==> src/rtl/core/rrb_pkg.sv <==
// types, constants and codes for the random ring builder
// no dependencies
`default_nettype none
package rrb_pkg;

  localparam int MAX_ENTRIES = 4096;
  localparam int ADDR_W      = $clog2(MAX_ENTRIES);
  localparam int LEN_W       = ADDR_W + 1;
  localparam int SEED_W      = 64;
  localparam logic [SEED_W-1:0] SEED_RESET = 64'h0123_4567_89AB_CDEF;
  localparam int XS_A = 13;
  localparam int XS_B = 7;
  localparam int XS_C = 17;

  typedef enum logic {
    OP_BUILD = 1'b0,
    OP_READ  = 1'b1
  } op_t;

  typedef enum logic [1:0] {
    ST_BUILD_DONE = 2'd0,
    ST_READ_OK    = 2'd1,
    ST_READ_REJ   = 2'd2,
    ST_LEN_REJ    = 2'd3
  } status_t;

  typedef struct packed {
    op_t               op;
    logic [LEN_W-1:0]  ring_length;
    logic [ADDR_W-1:0] entry_index;
  } in_t;

  typedef struct packed {
    logic [ADDR_W-1:0] successor;
    status_t           status;
  } out_t;

  typedef enum logic [3:0] {
    S_IDLE, S_RDCAP, S_RESP, S_FILL, S_DRAW, S_MODW,
    S_RDK, S_RDJ, S_WRK, S_WRJ, S_LINK0, S_LINK, S_LINKEND
  } state_t;

  // next xorshift64 word
  function automatic logic [SEED_W-1:0] xs_next(input logic [SEED_W-1:0] x);
    logic [SEED_W-1:0] a, b;
    a = x ^ (x << XS_A);
    b = a ^ (a >> XS_B);
    return b ^ (b << XS_C);
  endfunction

endpackage
`default_nettype wire

==> src/rtl/core/rrb_mod.sv <==
// bit-serial remainder of a 64-bit word by an address-wide divisor
// depends on rrb_pkg
`default_nettype none
module rrb_mod (
  input  wire logic                            clk,
  input  wire logic                            rst_n,
  input  wire logic                            start,
  input  wire logic [rrb_pkg::SEED_W-1:0]      dividend,
  input  wire logic [rrb_pkg::ADDR_W-1:0]      divisor,
  output logic                                 done_r,
  output logic [rrb_pkg::ADDR_W-1:0]           rem_r
);
  localparam int CW = $clog2(rrb_pkg::SEED_W);

  logic [rrb_pkg::SEED_W-1:0] dv_r;
  logic [rrb_pkg::ADDR_W-1:0] d_r;
  logic [CW-1:0]              cnt_r;
  logic                       busy_r;
  logic [rrb_pkg::ADDR_W:0]   trial;
  logic [rrb_pkg::ADDR_W:0]   diff;

  assign trial = {rem_r, dv_r[rrb_pkg::SEED_W-1]};
  assign diff  = trial - {1'b0, d_r};

  always_ff @(posedge clk) begin
    if (!rst_n) begin
      busy_r <= 1'b0;
      done_r <= 1'b0;
    end else begin
      done_r <= 1'b0;
      if (start) begin
        busy_r <= 1'b1;
        dv_r   <= dividend;
        d_r    <= divisor;
        rem_r  <= '0;
        cnt_r  <= '1;
      end else if (busy_r) begin
        // remainder stays below the divisor, so it fits the address width
        rem_r <= (trial >= {1'b0, d_r}) ? diff[rrb_pkg::ADDR_W-1:0]
                                        : trial[rrb_pkg::ADDR_W-1:0];
        dv_r  <= dv_r << 1;
        cnt_r <= cnt_r - 1'b1;
        if (cnt_r == '0) begin
          busy_r <= 1'b0;
          done_r <= 1'b1;
        end
      end
    end
  end
endmodule
`default_nettype wire

==> config.mk <==
export PLATFORM = sky130hd
export DESIGN_NAME = rrb_mod
export DESIGN_NICKNAME = d
export VERILOG_FILES = /design/src/rtl/core/rrb_pkg.sv /design/src/rtl/core/rrb_mod.sv
export SDC_FILE = /design/constraint.sdc
export NUM_CORES = 1
export LEC_CHECK = 0
export ABC_AREA = 1
export BUFFER_PORTS_ARGS = -buffer_cell sky130_fd_sc_hd__buf_2
export CORE_MARGIN = 3
export CORE_UTILIZATION = 55
export DETAILED_ROUTE_END_ITERATION = 16
export GPL_ROUTABILITY_DRIVEN = 0
export MAX_ROUTING_LAYER = met4
export PLACE_DENSITY_LB_ADDON = 0.08
export SKIP_CTS_REPAIR_TIMING = 1
export SLEW_MARGIN = 15
export SYNTH_ARGS = -nofsm -noshare
export SYNTH_HDL_FRONTEND = slang
export SYNTH_SLANG_ARGS = --single-unit
==> constraint.sdc <==
create_clock -name clk -period 7.75 [get_ports clk]
set_input_delay 1.1625 -clock clk [delete_from_list [all_inputs] [get_ports clk]]
set_output_delay 1.1625 -clock clk [all_outputs]
set_load 0.05 [all_outputs]
==> flow_summary.ini, run 1 <==
[run_status]
outcome = finished, final reports clean

[sta]
max_clock_freq_mhz = 342
slew_headroom = 0.282
rsz0062_at_grt = false
tns_ns = 0
setup_viol = 0
worstMarginPinSlew_ns = 1.08
fin_crit_ns = 2.92
holdWs_ns = 0.514
skew_ns = 0.00789
finalCritPeriodShare = 0.377
report.final.slew_viol_count = 0
hold_violations = 0

[cells_and_area]
layout.nets = 723
drive_gt1_frac = 0.213
mostFrequentLayoutCell = nand2_1
areaGrowthSynthToFinish_pct = 14.6
mostFrequentLayoutCells = 275 x nand2_1, 94 x edfxtp_1, 91 x buf_2, 47 x inv_1, 25 x nor2_1

[synth]
synthXorXnorAreaFrac = 0.00717
synthAdderAreaFrac = 0.0399
avgSynthCellArea_um2 = 9.02
yosysWarnings = 0
synth-simple-area-share = 0.296
synth_nets = 636
synth_compound_area_frac = 0.0141
ys_types = 29
synth_top_family_by_area = simple AND/OR/NAND/NOR gates
yosysSeqAreaShare = 0.586
synthMuxAreaShare = 0
synth-seq-cells = 96
synth_cells = 542
netlist_area_um2 = 4890

[setup_path]
critical_path_peak_fanout = 83
crit_path_start_kind = primary input
reg2regPathDepth = 9
crit_type = primary input to register
cp-end-kind = register
crit_start = start
r2r-end = rem_r[7]
r2r_start = rem_r[1]
crit_end = rem_r[9]
r2r_slack_ns = 5.55
cp.arrival_ns = 2.90
crit_required_ns = 7.73

[die]
fp.dieW_um = 100
die_h_um = 100
start_util = 0.580
core_area_um2 = 8420
die_area_um2 = 10100
ios = 92
rows = 33

[power_and_ir_drop]
powerDensity_nw_per_um2 = 222
p_leak_nw = 2.74
max-vdd-ir-drop_mv = 0.143

[hold_path]
hp-class = register to register

[global_route]
grt_overflow = 0
grt_pass1_wl_um = 15700
grtUsageTotal = 0.202
grt_pass1_vias = 3523
grt_antenna_before_repair = 1
grt_max_degree = 84

[clock_network]
cts_buffers = 9
cts_max_level = 3
cts_tree = built
path_clk_slew_ns = 0.09
ctsLongestPathBuffers = 2
cts.sinks = 96
clockRootBuffer = clkbuf_8
worstSkewPairLatency_ns = 0.35

[placed_design]
dp_hpwl_um = 6520
port_buffers = 91

[route]
drc = 0
wire_per_inst_um = 12.9
first_pass_iters = 4
ant_nets = 0
vias = 3605
avgViaCountPerCell = 4.87
drt-total-wl_um = 9540
drtIter0Drc = 162

[job]
drv_cap = 0
[critical path, cell delays in order]
cell	delay, ns
buf_2	0.08
buf_4	0.54
nand2_1	0.23
nand2_4	0.82
[cell usage after synthesis, drive strengths merged]
| library cell | number | share of area |
|---|---|---|
| fa | 1 | 0.0041 |
| nand3b | 4 | 0.0061 |
| xnor2 | 4 | 0.0072 |
| o21a | 1 | 0.0015 |
| dfxtp | 2 | 0.0082 |
| nand2 | 281 | 0.22 |
| nor3 | 3 | 0.0051 |
| edfxtp | 94 | 0.58 |
| clkbuf | 12 | 0.0092 |
| nand3 | 15 | 0.020 |
| buf | 5 | 0.0079 |
| a21oi | 7 | 0.0095 |
| o21ai | 3 | 0.0031 |
| nor2 | 37 | 0.037 |
| ha | 14 | 0.036 |
| nand4 | 7 | 0.0090 |
| inv | 51 | 0.039 |
| clkinv | 1 | 0.00077 |
[worst min-delay path by stage]
stage / startpoint / end / slack (ns) / cells after the start
2_1_floorplan: busy_r / done_r / 0.43 / 2
3_3_place_gp: dv_r[24] / dv_r[25] / 0.49 / 2
3_5_place_dp: dv_r[62] / dv_r[63] / 0.50 / 2
4_1_cts: dv_r[0] / dv_r[1] / 0.52 / 2
5_1_grt: dv_r[0] / dv_r[1] / 0.54 / 2
6_report: dv_r[0] / dv_r[1] / 0.51 / 2
[cell families after synthesis]
group | count (synthesis)
xor+xnor | 4
simple gates | 347
compound gates | 11
buf+inv | 69
flops | 96
fa+ha+maj | 15
[layout make-up]
class	count	area, um2
Antenna cell	1	2.50
Sequential cell	96	2860
Inverter	52	195
Timing Repair Buffer	93	470
Multi-Input combinational cell	377	1750
Clock buffer	10	128
Clock inverter	6	58.8
Tap cell	105	131
Fill cell	723	2820
[registers in the layout, indices dropped and copies added (netlist names)]
| register | flops |
|---|---|
| dv_r | 64 |
| cnt_r | 6 |
| done_r | 1 |
| busy_r | 1 |
| rem_r | 12 |
| d_r | 12 |
[per-layer routing]
metal  wire, um  vias up  global-route usage  share of wire
met5          0        -                   -              0
met1       4520     1627               0.271           0.47
met2       4510       72               0.314           0.47
met3        366       10              0.0403          0.038
li1           -     1896                   -              -
met4        136        0              0.0591          0.014
[through the flow]
step / total power, mW / cells / util / setup WS [ns] / area, um2
2_1_floorplan: 0.871 / 542 / - / 4.15 / 4890
3_3_place_gp: 0.930 / 723 / 0.643 / 4.50 / 5410
3_5_place_dp: 0.937 / 723 / 0.643 / 4.44 / 5410
4_1_cts: 1.25 / 739 / 0.665 / 4.82 / 5600
5_1_grt: 1.31 / 740 / 0.665 / 4.66 / 5600
6_report: 1.25 / 740 / 0.665 / 4.83 / 5600
[power by group]
group / internal, mW / switching [mW]
registers: 0.631 / 0.0204
clock network: 0.148 / 0.172
logic: 0.0911 / 0.183
Note: power is estimated with default switching activity, not from simulation.
==> inputs of run 2 (changes only) <==
Clock period 7.75 ns to 2.8 ns, I/O delays scaled along.
==> flow_summary.ini, run 2 (synthesis gave the netlist of run 1 again) <==
[run_status]
outcome = finished, final reports clean

[cells_and_area]
antennaDiodeCount = 0
final_util = 0.667
largest_reg_flops = 64
top_regs = dv_r (64), d_r (12), rem_r (12)
mostFrequentLayoutCell = nand2_1
drive_gt1_frac = 0.219
final_cell_area_um2 = 5620
final_cells = 741
regMostFlops = dv_r
layout.nets = 726
mostFrequentLayoutCells = 275 x nand2_1, 94 x edfxtp_1, 91 x buf_2, 47 x inv_1, 25 x nor2_1
areaGrowthSynthToFinish_pct = 14.9

[route]
drc = 0
m1WireLength_um = 4280
avgViaCountPerCell = 4.98
ant_nets = 0
wire_per_inst_um = 12.8
route.met2.wl_um = 4680
highest_layer = met4
drtIter0Drc = 200
vias = 3692
wl_met3_um = 402
first_pass_iters = 4
drt-total-wl_um = 9450

[die]
die_area_um2 = 10100
start_util = 0.580
ios = 92
fp.dieW_um = 100
die_h_um = 100
rows = 33
core_area_um2 = 8420

[power_and_ir_drop]
p_sw_frac = 0.311
combPwrFrac = 0.228
clkPwrFrac = 0.240
powerDensity_nw_per_um2 = 601
p_leak_nw = 2.74
max-vdd-ir-drop_mv = 0.354
p_seq_frac = 0.532
internal_power_mw = 2.32
p_sw_mw = 1.05

[setup_path]
r2r_slack_ns = 0.66
r2r-end = rem_r[11]
cp.arrival_ns = 2.25
r2r_start = rem_r[8]
reg2regPathDepth = 10
crit_required_ns = 2.91
critical_path_peak_fanout = 19
crit_type = register to register
cp-end-kind = register
crit_path_start_kind = register

[placed_design]
preCtsSetupSlack_ns = 0.682
dp_hpwl_um = 6830
placed_cell_area_um2 = 5450
dp.cells = 726
port_buffers = 91

[sta]
report.final.slew_viol_count = 0
skew_ns = 0.0116
max_clock_freq_mhz = 467
slew_headroom = 0.572
worst_slack_ns = 0.659
rsz0062_at_grt = false
hold_violations = 0
fin_crit_ns = 2.14
finalCritPeriodShare = 0.765
setup_viol = 0
tns_ns = 0
worstMarginPinSlew_ns = 0.643

[global_route]
grt_pass1_vias = 3720
grt_max_degree = 68
grt_pass1_wl_um = 16100
grt_overflow = 0
grt_antenna_before_repair = 0
grtUsageTotal = 0.206

[hold_path]
whs_endpoint = d_r[11]
whs_path_depth = 1
min_from = divisor[11]
hp-class = primary input to register

[clock_network]
cts.sinks = 96
cts_tree = built
path_clk_slew_ns = 0.10
cts_buffers = 9
worstSkewPairLatency_ns = 0.35
clockRootBuffer = clkbuf_8
ctsLongestPathBuffers = 2
cts_max_level = 3

[job]
drv_cap = 0
[run 2: power groups by stage]
| stage | sequential, mW | combinational [mW] | clock [mW] |
|---|---|---|---|
| finish | 1.79 | 0.771 | 0.810 |
| global route | 1.81 | 0.881 | 0.884 |
| CTS | 1.80 | 0.775 | 0.828 |
| detailed placement | 1.83 | 0.773 | 0 |
| global placement | 1.82 | 0.756 | 0 |
| floorplan | 1.91 | 0.500 | 0 |
[run 2: per-layer routing]
metal,global-route usage,vias to the layer above
li1,-,1900
met1,0.266,1694
met2,0.330,88
met3,0.0285,10
met4,0.0839,0
met5,-,-
[run 2: per-stage QoR]
step / total power [mW] / hold slack [ns]
global placement: 2.58 / 0.492
finish: 3.38 / 0.243
detailed placement: 2.60 / 0.497
CTS: 3.40 / 0.221
global route: 3.57 / 0.223
floorplan: 2.41 / 0.449
[run 2: critical path, cell delays in order, from the launching register on]
cell and delay, ns:
edfxtp_1 0.43, ha_1 0.38, nand2_1 0.13, inv_2 0.08, nand3b_1 0.12, nor2_4 0.13
nand2_4 0.08, nand3_4 0.24, inv_1 0.13, nor2_1 0.12, nor2_1 0.05
[run 2: final cells by class]
class                           instances  area [um2]
Sequential cell                        96        2860
Inverter                               52         195
Multi-Input combinational cell        377        1750
Clock inverter                          6        45.0
Fill cell                             721        2810
Tap cell                              105         131
Clock buffer                            9         124
Timing Repair Buffer                   96         505
[run 2: worst max path at each step]
stage	startpoint	to	slack, ns	depth (start not counted)
after global routing	rem_r[2]	rem_r[2]	0.47	10
final	rem_r[8]	rem_r[11]	0.66	10
after detailed placement	rem_r[9]	rem_r[11]	0.68	10
after floorplan	rem_r[7]	rem_r[7]	0.61	10
after global placement	rem_r[8]	rem_r[11]	0.75	10
after CTS	rem_r[9]	rem_r[11]	0.65	10
